===== src/tmlp_pkg.sv =====
`timescale 1ns / 1ps
package tmlp_pkg;

  localparam int KEY_W   = 16;
  localparam int WGT_W   = 16;
  localparam int LOGIT_W = 31;
  // unsigned 31-bit activation times signed 16-bit weight
  localparam int PROD_W  = 48;

  localparam int HIDDEN_ONE_DEF = 8;
  localparam int HIDDEN_TWO_DEF = 4;
  localparam int TAB_ONE = 8;
  localparam int TAB_TWO = 4;

  localparam logic [LOGIT_W-1:0] SAT31 = {LOGIT_W{1'b1}};

  localparam logic signed [WGT_W-1:0] W1_TAB [TAB_ONE] = '{
    16'sd2642, 16'sd8522, 16'sd6693, 16'sd570,
    -16'sd4470, 16'sd6910, -16'sd8295, -16'sd6953
  };

  localparam logic signed [WGT_W-1:0] W2_TAB [TAB_ONE][TAB_TWO] = '{
    '{ 16'sd6462,   16'sd1569,   16'sd5453,  -16'sd883  },
    '{ -16'sd494,   16'sd5020,  -16'sd10696, -16'sd2701 },
    '{ 16'sd1144,   16'sd5269,   16'sd8514,  -16'sd10876 },
    '{ 16'sd4609,   16'sd4321,   16'sd353,    16'sd9242 },
    '{ 16'sd7336,   16'sd9510,  -16'sd4156,   16'sd9056 },
    '{ 16'sd10414,  16'sd5125,   16'sd6077,   16'sd2904 },
    '{ -16'sd6055, -16'sd11422,  16'sd10835,  16'sd3783 },
    '{ -16'sd10399, 16'sd4688,  -16'sd10747,  16'sd3128 }
  };

  localparam logic signed [WGT_W-1:0] W3_TAB [TAB_TWO] = '{
    16'sd10128, -16'sd4784, -16'sd6722, 16'sd124
  };

  // weights outside the trained table are zero
  function automatic logic signed [WGT_W-1:0] weight1(int j);
    return (j < TAB_ONE) ? W1_TAB[j] : '0;
  endfunction

  function automatic logic signed [WGT_W-1:0] weight2(int j, int k);
    return (j < TAB_ONE && k < TAB_TWO) ? W2_TAB[j][k] : '0;
  endfunction

  function automatic logic signed [WGT_W-1:0] weight3(int k);
    return (k < TAB_TWO) ? W3_TAB[k] : '0;
  endfunction

  // ReLU, round half up by shift, clamp to 31 bits
  function automatic logic [LOGIT_W-1:0] relu_round_sat(logic signed [63:0] v, int shift);
    logic [63:0] u;
    u = '0;
    if (v > 0) begin
      u = (64'(v) + (64'd1 << (shift - 1))) >> shift;
    end
    if (u > 64'(SAT31)) begin
      u = 64'(SAT31);
    end
    return u[LOGIT_W-1:0];
  endfunction

endpackage


===== src/tmlp_acc.sv =====
`timescale 1ns / 1ps
// Registered sum of N signed terms.
module tmlp_acc
  import tmlp_pkg::*;
#(
  parameter int N     = HIDDEN_ONE_DEF,
  parameter int IN_W  = PROD_W,
  parameter int OUT_W = PROD_W + $clog2(HIDDEN_ONE_DEF) + 1
) (
  input  logic                    clk,
  input  logic                    en,
  input  logic signed [IN_W-1:0]  terms [N],
  output logic signed [OUT_W-1:0] sum
);

  logic signed [OUT_W-1:0] total;

  always_comb begin
    total = '0;
    for (int i = 0; i < N; i++) begin
      total = total + OUT_W'(terms[i]);
    end
  end

  always_ff @(posedge clk) begin
    if (en) begin
      sum <= total;
    end
  end

endmodule


===== config.mk =====
export PLATFORM = sky130hd
export DESIGN_NAME = tmlp_acc
export DESIGN_NICKNAME = d
export VERILOG_FILES = /design/src/tmlp_pkg.sv /design/src/tmlp_acc.sv
export SDC_FILE = /design/constraint.sdc
export NUM_CORES = 1
export LEC_CHECK = 0
export BUFFER_PORTS_ARGS = -buffer_cell sky130_fd_sc_hd__buf_2
export CELL_PAD_IN_SITES_DETAIL_PLACEMENT = 0
export CELL_PAD_IN_SITES_GLOBAL_PLACEMENT = 1
export CORE_MARGIN = 2
export CORE_UTILIZATION = 39
export CTS_CLUSTER_DIAMETER = 30
export CTS_CLUSTER_SIZE = 28
export DETAILED_ROUTE_END_ITERATION = 12
export PLACE_DENSITY_LB_ADDON = 0.1
export SLEW_MARGIN = 20
export SYNTH_ARGS = -nofsm -noshare
export SYNTH_HDL_FRONTEND = slang
export SYNTH_SLANG_ARGS = --single-unit

===== constraint.sdc =====
create_clock -name clk -period 7.6 [get_ports clk]
set_input_delay 1.52 -clock clk [delete_from_list [all_inputs] [get_ports clk]]
set_output_delay 1.52 -clock clk [all_outputs]
set_load 0.01 [all_outputs]

==> results.txt, run 1 <==
CP Launch Type: input port
Std-Cell Rows: 64
Syn Inst Count: 1313
GP Congestion: 0.8365
Final Hold Viols: 0
Port Buffers: 437
Total routing usage reported by global routing: 0.1915
CP endpoint: sum[48]
Die Span Y: 181.3 um
Normalized max-slew margin: 0.4870
CP Max Fanout: 5
Num ports: 438
Vias after detailed routing: 9477
Most numerous cell on the critical path: fa_1
Leak: 8.652 nW
RSZ-0062 raised after global routing: no
Initial core utilization: 0.3988
Worst VDD drop: 0.1914 mV
Period utilisation layout: 0.8551
Post-CTS Hold Fix Bufs: 0
Total Power: 7.279 mW
Setup Viol. Count Final: 0
Number of post-CTS setup repair buffers: 0
#FFs+latches synth: 52
P&R area growth vs syn: 23.19%
Hold crit path type: in -> reg
Number of sinks on the clock net: 52
Levels on crit path: 19
Seq/Total Area, Yosys: 0.1273
Vias per inst: 4.404
Critical path arrival: 6.56 ns
Vias in the first global route: 10480
DRT Pass-1 Iters: 4
Root buf cell: clkbuf_16
Setup TNS: 0 ns
Max Freq: 153.9 MHz
EDFF count, synth: 52
Cell area power density: 481.9 nW/um^2
Final Hold Slack: 1.623 ns
Crit. End Element: register
CTS resizes: 0
Worst-path cell chain: buf_2 -> fa_1 -> inv_1 -> fa_1 -> fa_1 -> fa_1 -> inv_1 -> ha_1 -> inv_1 -> fa_1 -> nor2b_1 -> o2111ai_1 -> a21oi_1 -> o211ai_1 -> o211ai_1 -> a21oi_1 -> o21ai_1 -> a311oi_1 -> xnor2_1
Post-Synthesis Cell Area: 12260 um^2
Worst slew pin tran: 0.7695 ns
Synthesis warning total: 0
# nets final: 2483
Initial DRC Count: 309
Layout cell share with drive strength beyond 1: 0.2566
Final min period: 6.499 ns
Max-slew violations: 0
Commonest non-fill, non-tap cell in the layout: inv_1
Final setup margin: 1.101 ns
CTS Buffer Depth: 2
Top delay family on crit path: adder cells
Slowest CP cell: fa_1
Top reg by flops: sum
Fill cells: 3102
Grt total ovfl: 0
Crit Path Class: in -> reg
Final instance area: 15110 um^2
Synthesized net count: 2043
Pre-CTS setup slack: 0.7904 ns
Worst endpoint required time: 7.66 ns
Core Area: 30750 um^2
Max reg flops: 52
Placed cell areas: 14930 um^2
Post-detailed-route DRC marker count: 0
Top_reg_cell synth: edfxtp_1
Die area: 32880 um^2
Largest stage delay, worst path: 0.56 ns
Largest net degree at the start of global routing: 53
Cell variety after synth: 46
Top flop regs: sum: 52 flops
CTS clk-pin slew, worst paths: 0.08 ns
H-tree depth: 2
Ys async rst share: 0
First-pass GRT wire length: 49770 um
Buf/Inv on CP: 4
Commonest cells after routing, fill and taps aside: inv_1 (577), buf_2 (437), fa_1 (292), a21oi_1 (60)
Status: finished, final reports clean
CTS tree: done
Die Wd: 181.3 um
WL/cell: 14.12 um
Worst hold path cell count: 3
Dpl hpwl: 28510 um
CP Launch Point: terms[146]
Max Cap Viol: 0
Initial antenna violation count: 4
Avg Cell Area, Syn: 9.339 um^2
Antenna-violating nets left: 0
Routed WL: 30390 um
Number of CTS-inserted buffers: 5
==> cell type report <==
type,instances,area (um^2),share of cell area
Antenna cell,2,5.005,0.0003313
Tap cell,396,495.5,0.03280
Clock inverter,3,42.54,0.002816
Multi-Input combinational cell,679,8516,0.5637
Timing Repair Buffer,438,2195,0.1453
Clock buffer,5,125.1,0.008283
Inverter,577,2166,0.1434
Sequential cell,52,1562,0.1034
==> worst min-delay path: stages <==
cell	delay, ns
buf_2	0.08
ha_1	0.12
ha_1	0.12
==> through the flow <==
stage / std cells / util
3_5_place_dp: 2142 / 0.4856
6_report: 2152 / 0.4913
4_1_cts: 2150 / 0.4911
3_3_place_gp: 2142 / 0.4856
5_1_grt: 2150 / 0.4911
2_1_floorplan: 1313 / -
==> where the power goes <==
group	switching (mW)	total (mW)	leakage (nW)	internal (mW)
sequential	0.0526	0.862	0.509	0.809
clock	0.118	0.273	0.0814	0.155
combinational	3.60	6.14	8.06	2.54
total	3.77	7.28	8.65	3.50
==> synth_stat cells (all sizes together) (2+ instances only) <==
library cell / instances / area, um^2
ha: 52 / 650.6
o211ai: 7 / 71.32
edfxtp: 52 / 1562
and4: 2 / 17.52
o21a: 5 / 37.54
nor3: 7 / 35.03
a21o: 15 / 112.6
nand2: 50 / 187.7
o21ai: 30 / 150.1
nand2b: 6 / 37.54
o21bai: 12 / 90.09
a21oi: 60 / 300.3
a21boi: 2 / 15.02
fa: 292 / 5846
nand4: 4 / 25.02
o2111ai: 2 / 17.52
xnor2: 33 / 289.0
and3: 6 / 37.54
nor2: 36 / 135.1
a31oi: 5 / 31.28
o211a: 2 / 27.53
xor2: 13 / 113.9
nand3: 10 / 50.05
a211oi: 5 / 37.54
inv: 577 / 2166
clkbuf: 5 / 18.77
a311oi: 2 / 17.52
nor2b: 7 / 43.79
and2: 2 / 12.51
==> layer usage <==
metal,share of wire,up-vias,global-route usage
met3,0.076,29,0.04757
met2,0.53,295,0.3615
met1,0.37,4549,0.2181
met5,0.00082,-,0
li1,-,4600,-
met4,0.017,4,0.03902
==> logic make-up (layout without fill, tap and decap cells) <==
logic type	Yosys count	in the layout	share of synthesized area
other cells	0	2	0
buf+inv	582	1023	0.1782
simple gates	132	132	0.04857
fa+ha+maj	344	344	0.5298
xor+xnor	46	46	0.03286
compound gates	157	157	0.08327
flops	52	52	0.1273
==> worst min-delay path by stage <==
stage,from,endpoint,slack [ns]
3_3_place_gp,terms[336],sum[0],1.93
6_report,terms[336],sum[0],1.62
2_1_floorplan,en,sum[0],1.63
3_5_place_dp,sum[5],sum[5],1.94
4_1_cts,terms[336],sum[0],1.62
5_1_grt,terms[336],sum[0],1.63
Power figures use the tool's default switching activity.
==> run 2, diff against run 1 <==
--- a/config.mk
+++ b/config.mk
@@ -8,11 +8,13 @@
 export BUFFER_PORTS_ARGS = -buffer_cell sky130_fd_sc_hd__buf_2
 export CELL_PAD_IN_SITES_DETAIL_PLACEMENT = 0
 export CELL_PAD_IN_SITES_GLOBAL_PLACEMENT = 1
+export CORE_ASPECT_RATIO = 1.4
 export CORE_MARGIN = 2
-export CORE_UTILIZATION = 39
+export CORE_UTILIZATION = 40
 export CTS_CLUSTER_DIAMETER = 30
 export CTS_CLUSTER_SIZE = 28
 export DETAILED_ROUTE_END_ITERATION = 12
+export GPL_TIMING_DRIVEN = 0
 export PLACE_DENSITY_LB_ADDON = 0.1
 export SLEW_MARGIN = 20
 export SYNTH_ARGS = -nofsm -noshare
==> constraint.sdc (replaced) <==
create_clock -name clk -period 7.8 [get_ports clk]
set_input_delay 1.56 -clock clk [delete_from_list [all_inputs] [get_ports clk]]
set_output_delay 1.56 -clock clk [all_outputs]
set_load 0.01 [all_outputs]
==> run 2 against run 1 <==
Compared with the run above:
- die area decreased by 2.4%
- critical path type unchanged
- count of clock-buffer cells in the layout unchanged
- clock power decreased by 14%
- sequential power decreased by 4.9%
- critical endpoint unchanged
- sequential share of layout area about the same
- worst hold slack improved by 0.037 ns
==> results.txt, run 2 (synthesis gave the netlist of run 1 again) <==
Status: finished, final reports clean (unchanged)
Clk pwr share: 0.034 (was 0.038)
Gate power share: 0.849 (was 0.844)
Vias in the first global route: 10810 (was 10480)
Layout Utilization: 0.5008 (was 0.4913)
Placed cell areas: 14930 um^2 (unchanged)
Met3 Routed Length: 1590 um (was 2303 um)
Number of sinks on the clock net: 52 (unchanged)
Number of CTS-inserted buffers: 5 (unchanged)
Antenna-violating nets left: 0 (unchanged)
Commonest cells after routing, fill and taps aside: inv_1 (577), buf_2 (436), fa_1 (292), a21oi_1 (60) (was inv_1 (577), buf_2 (437), fa_1 (292), a21oi_1 (60))
Grt total ovfl: 0 (unchanged)
GP Congestion: 0.8784 (was 0.8365)
WL/cell: 13.56 um (was 14.12 um)
CTS tree: done (unchanged)
Dpl cells: 2135 (was 2142)
Post-CTS Hold Fix Bufs: 0 (unchanged)
Worst VDD drop: 0.2005 mV (was 0.1914 mV)
CTS Buffer Depth: 2 (unchanged)
Port Buffers: 437 (unchanged)
Dpl hpwl: 27350 um (was 28510 um)
Most numerous cell on the critical path: fa_1 (unchanged)
P&R area growth vs syn: 23.02% (was 23.19%)
Routed WL: 29070 um (was 30390 um)
Final Hold Viols: 0 (unchanged)
Die area: 32090 um^2 (was 32880 um^2)
Max reg flops: 52 (unchanged)
Final setup margin: 0.9948 ns (was 1.101 ns)
Setup TNS: 0 ns (unchanged)
RSZ-0062 raised after global routing: no (unchanged)
Largest net degree at the start of global routing: 53 (unchanged)
Worst slew pin tran: 0.7425 ns (was 0.7695 ns)
Switching Share: 0.5165 (was 0.5186)
Num ports: 438 (unchanged)
Top flop regs: sum: 52 flops (unchanged)
# nets final: 2487 (was 2483)
Initial DRC Count: 246 (was 309)
Top delay family on crit path: adder cells (unchanged)
Crit Path Class: in -> reg (unchanged)
Top reg by flops: sum (unchanged)
Switch Pwr: 3.604 mW (was 3.774 mW)
Core Area: 30120 um^2 (was 30750 um^2)
Commonest non-fill, non-tap cell in the layout: inv_1 (unchanged)
CP Max Fanout: 5 (unchanged)
Max-slew violations: 0 (unchanged)
Number of post-CTS setup repair buffers: 0 (unchanged)
Period utilisation layout: 0.8725
CTS clk-pin slew, worst paths: 0.08 ns (about the same)
Met2 wire len: 17000 um (was 16180 um)
DRT Pass-1 Iters: 4 (unchanged)
CTS resizes: 0 (unchanged)
Hold Startpoint: terms[336] (unchanged)
Cell area power density: 462.6 nW/um^2 (was 481.9 nW/um^2)
Worst-path cell chain: buf_2 -> fa_1 -> inv_1 -> fa_1 -> fa_1 -> fa_1 -> inv_1 -> ha_1 -> inv_1 -> fa_1 -> nor2b_1 -> o2111ai_1 -> a21oi_1 -> o211ai_1 -> o211ai_1 -> a21oi_1 -> o21ai_1 -> a311oi_1 -> xnor2_1 (unchanged)
Internal power: 3.374 mW (was 3.504 mW)
Crit. End Element: register (unchanged)
Leak: 8.639 nW (was 8.652 nW)
Die Wd: 152.0 um (was 181.3 um)
Vias after detailed routing: 9516 (was 9477)
H-tree depth: 2 (unchanged)
Initial antenna violation count: 2 (was 4)
Std-Cell Rows: 75 (was 64)
Layout cell share with drive strength beyond 1: 0.2560 (was 0.2566)
Final min period: 6.805 ns
Final instance area: 15080 um^2 (was 15110 um^2)
Worst Hold Path EP: sum[0] (unchanged)
Pre-CTS setup slack: 0.6277 ns (was 0.7904 ns)
Hold crit path type: in -> reg (unchanged)
Critical path arrival: 6.86 ns (was 6.56 ns)
Worst hold path cell count: 3 (unchanged)
Largest stage delay, worst path: 0.57 ns (was 0.56 ns)
Vias per inst: 4.438 (was 4.404)
Worst endpoint required time: 7.86 ns (was 7.66 ns)
Die Span Y: 211.2 um (was 181.3 um)
Slowest CP cell: fa_1 (unchanged)
Max Cap Viol: 0 (unchanged)
Register share of total power: 0.117 (was 0.118)
Max Freq: 146.9 MHz
Normalized max-slew margin: 0.5050 (was 0.4870)
Setup Viol. Count Final: 0 (unchanged)
Root buf cell: clkbuf_16 (unchanged)
CP Launch Type: input port (unchanged)
Buf/Inv on CP: 4 (unchanged)
Total routing usage reported by global routing: 0.1897 (was 0.1915)
Post-detailed-route DRC marker count: 0 (unchanged)
Initial core utilization: 0.4071 (was 0.3988)
Top routing layer in use: met5 (unchanged)
Met1 WL: 9845 um (was 11370 um)
First-pass GRT wire length: 48930 um (was 49770 um)
Final non-filler cell total: 2144 (was 2152)
run 2: cell count changes in the layout (fill, tap and decap cells not counted):
cell / delta
diode_2: -1
clkinv_1: -1
bufinv_16: -1
clkinvlp_4: +2
clkbuf_1: +5
buf_2: -1
run 2: power by group through the flow:
stage	clock network [mW]	logic (mW)	registers (mW)
after global routing	0.252	6.75	0.835
after detailed placement	0	5.98	0.826
after floorplan	0	4.35	0.911
final	0.234	5.92	0.820
after CTS	0.244	6.02	0.822
after global placement	0	5.93	0.821
run 2: worst max-delay path by stage:
stage / start / endpoint / slack (ns) / cells past startpoint
2_1_floorplan: terms[150] / sum[51] / 1.78 / 18
6_report: terms[146] / sum[48] / 0.99 / 19
3_3_place_gp: terms[146] / sum[48] / 0.56 / 19
5_1_grt: terms[146] / sum[48] / 0.67 / 19
3_5_place_dp: terms[146] / sum[48] / 0.63 / 19
4_1_cts: terms[146] / sum[48] / 0.90 / 19
run 2: final cells by class:
type / instances / area [um^2]
diodes: 1 / 2.502
plain buffers: 5 / 18.77
clock buffers: 5 / 125.1
clock inverters: 3 / 23.77
fillers: 3009 / 15040
inverters: 577 / 2166
multi-input cells: 679 / 8516
flip-flops and latches: 52 / 1562
well taps: 385 / 481.7
repair buffers: 437 / 2190
run 2: per-layer routing:
metal  global-route usage  vias up
li1                     -     4607
met1               0.1957     4591
met2               0.3886      284
met3              0.03632       32
met4              0.04318        2
met5                    0        -
run 2: stage by stage:
step           power (mW)  hold WS [ns]
2_1_floorplan       5.266         1.673
5_1_grt             7.833         1.713
3_5_place_dp        6.810         1.976
6_report            6.979         1.661
3_3_place_gp        6.749         1.977
4_1_cts             7.083         1.658
==> run 3, diff against run 2 <==
--- a/config.mk
+++ b/config.mk
@@ -8,7 +8,6 @@
 export BUFFER_PORTS_ARGS = -buffer_cell sky130_fd_sc_hd__buf_2
 export CELL_PAD_IN_SITES_DETAIL_PLACEMENT = 0
 export CELL_PAD_IN_SITES_GLOBAL_PLACEMENT = 1
-export CORE_ASPECT_RATIO = 1.4
 export CORE_MARGIN = 2
 export CORE_UTILIZATION = 40
 export CTS_CLUSTER_DIAMETER = 30
==> run 3 against run 2 <==
Compared with the run above:
- sequential power hardly changed
- combinational power is 1% higher
- highest routed layer is now met4
- worst setup slack better by 0.018 ns
==> results.txt, run 3 (synthesis gave the netlist of run 1 again) <==
Initial DRC Count: 278 (was 246)
Number of CTS-inserted buffers: 5 (unchanged)
Std-Cell Rows: 64 (was 75)
Initial antenna violation count: 0 (was 2)
Routed WL: 29260 um (was 29070 um)
Post-detailed-route DRC marker count: 0 (unchanged)
Commonest cells after routing, fill and taps aside: inv_1 (577), buf_2 (436), fa_1 (292), a21oi_1 (60) (unchanged)
Max Freq: 147.3 MHz (was 146.9 MHz)
Vias in the first global route: 10160 (was 10810)
Die Span Y: 179.1 um (was 211.2 um)
Setup TNS: 0 ns (unchanged)
Port Buffers: 437 (unchanged)
Crit Path Class: in -> reg (unchanged)
Max reg flops: 52 (unchanged)
DRT Pass-1 Iters: 4 (unchanged)
CTS resizes: 0 (unchanged)
H-tree depth: 2 (unchanged)
Die Wd: 179.1 um (was 152.0 um)
Max-slew violations: 0 (unchanged)
Worst-path cell chain: buf_2 -> fa_1 -> inv_1 -> fa_1 -> fa_1 -> fa_1 -> inv_1 -> ha_1 -> inv_1 -> fa_1 -> nor2b_1 -> o2111ai_1 -> a21oi_1 -> o211ai_1 -> o211ai_1 -> a21oi_1 -> o21ai_1 -> a21oi_1 -> xnor2_1 (was buf_2 -> fa_1 -> inv_1 -> fa_1 -> fa_1 -> fa_1 -> inv_1 -> ha_1 -> inv_1 -> fa_1 -> nor2b_1 -> o2111ai_1 -> a21oi_1 -> o211ai_1 -> o211ai_1 -> a21oi_1 -> o21ai_1 -> a311oi_1 -> xnor2_1)
CP Launch Type: input port (unchanged)
Post-CTS Hold Fix Bufs: 0 (unchanged)
Final setup margin: 1.013 ns (was 0.9948 ns)
Root buf cell: clkbuf_16 (unchanged)
Final min period: 6.787 ns (was 6.805 ns)
CTS clk-pin slew, worst paths: 0.08 ns (about the same)
Num ports: 438 (unchanged)
GP Congestion: 0.8615 (was 0.8784)
Antenna-violating nets left: 0 (unchanged)
WL/cell: 13.59 um (was 13.56 um)
Dpl hpwl: 27360 um (was 27350 um)
Layout cell share with drive strength beyond 1: 0.2560 (unchanged)
Vias after detailed routing: 9362 (was 9516)
Hold crit path type: in -> reg (unchanged)
Normalized max-slew margin: 0.4723 (was 0.5050)
Max Cap Viol: 0 (unchanged)
First-pass GRT wire length: 46590 um (was 48930 um)
Cell area power density: 467.9 nW/um^2 (was 462.6 nW/um^2)
RSZ-0062 raised after global routing: no (unchanged)
# nets final: 2487 (unchanged)
Crit. End Element: register (unchanged)
Worst endpoint required time: 7.85 ns (was 7.86 ns)
Worst hold path cell count: 3 (unchanged)
Setup Viol. Count Final: 0 (unchanged)
Number of post-CTS setup repair buffers: 0 (unchanged)
Core Area: 30350 um^2 (was 30120 um^2)
Antenna cells: 0 (was 1)
Largest stage delay, worst path: 0.55 ns (was 0.57 ns)
CTS Buffer Depth: 2 (unchanged)
Period utilisation layout: 0.8701 (was 0.8725)
Initial core utilization: 0.4040 (was 0.4071)
Top reg by flops: sum (unchanged)
Layout Utilization: 0.4980 (was 0.5008)
Leak: 8.652 nW (was 8.639 nW)
Top flop regs: sum: 52 flops (unchanged)
Total Power: 7.072 mW (was 6.979 mW)
Total routing usage reported by global routing: 0.1863 (was 0.1897)
Commonest non-fill, non-tap cell in the layout: inv_1 (unchanged)
Final Hold Viols: 0 (unchanged)
CP Max Fanout: 5 (unchanged)
CTS tree: done (unchanged)
Largest net degree at the start of global routing: 53 (unchanged)
Status: finished, final reports clean (unchanged)
Placed cell areas: 14950 um^2 (was 14930 um^2)
Most numerous cell on the critical path: fa_1 (unchanged)
Critical path arrival: 6.84 ns (was 6.86 ns)
Pre-CTS setup slack: 0.6880 ns (was 0.6277 ns)
Vias per inst: 4.346 (was 4.438)
Number of sinks on the clock net: 52 (unchanged)
P&R area growth vs syn: 23.27% (was 23.02%)
Grt total ovfl: 0 (unchanged)
Slowest CP cell: fa_1 (unchanged)
Final instance area: 15110 um^2 (was 15080 um^2)
Die area: 32070 um^2 (was 32090 um^2)
Worst slew pin tran: 0.7915 ns (was 0.7425 ns)
Worst VDD drop: 0.2035 mV (was 0.2005 mV)
## run 3: changes by cell type in the layout (fill, tap and decap cells not counted), sizes merged
cell / previous run / this run
bufinv: 0 / 1
clkinvlp: 2 / 1
diode: 1 / 0
## run 3: metal layers
| metal | wire, um | global-route usage | up-vias | share of wire |
|---|---|---|---|---|
| met5 | 0 | 0 | - | 0 |
| met4 | 488 | 0.03421 | 0 | 0.017 |
| met3 | 2234 | 0.03923 | 25 | 0.076 |
| met2 | 15500 | 0.3591 | 281 | 0.53 |
| met1 | 11040 | 0.2112 | 4456 | 0.38 |
| li1 | - | - | 4600 | - |
## run 3: final cells by class
type                       instances  area [um^2]
fill                            2998        15230
multi-input combinational        679         8516
timing repair buffer             437         2190
inverter                         577         2166
sequential                        52         1562
tap                              396        495.5
clock buffer                       5        125.1
clock inverter                     3        42.54
buffer                             5        18.77
## run 3: worst paths after layout
kind	startpoint	end	slack, ns
min	terms[336]	sum[0]	1.66
max	terms[146]	sum[44]	1.01
## run 3: critical path: cells and delay by family
kind	cells	cell delay (ns)
adders and majority gates	6	2.61
and+or+nand+nor	1	0.23
buffers and inverters	4	0.32
AOI/OAI and AO/OA	7	1.94
xor gates and xnor gates	1	0.17
## run 3: where the power goes
group,leakage [nW],switching [mW],internal [mW]
combinational,8.06,3.51,2.47
clock,0.0798,0.118,0.151
sequential,0.509,0.0356,0.786
total,8.65,3.67,3.41
## run 3: per-stage QoR
step	std cells	hold slack, ns
3_5_place_dp	2146	1.978
4_1_cts	2154	1.652
3_3_place_gp	2146	1.960
5_1_grt	2154	1.677
6_report	2154	1.655
2_1_floorplan	1313	1.673
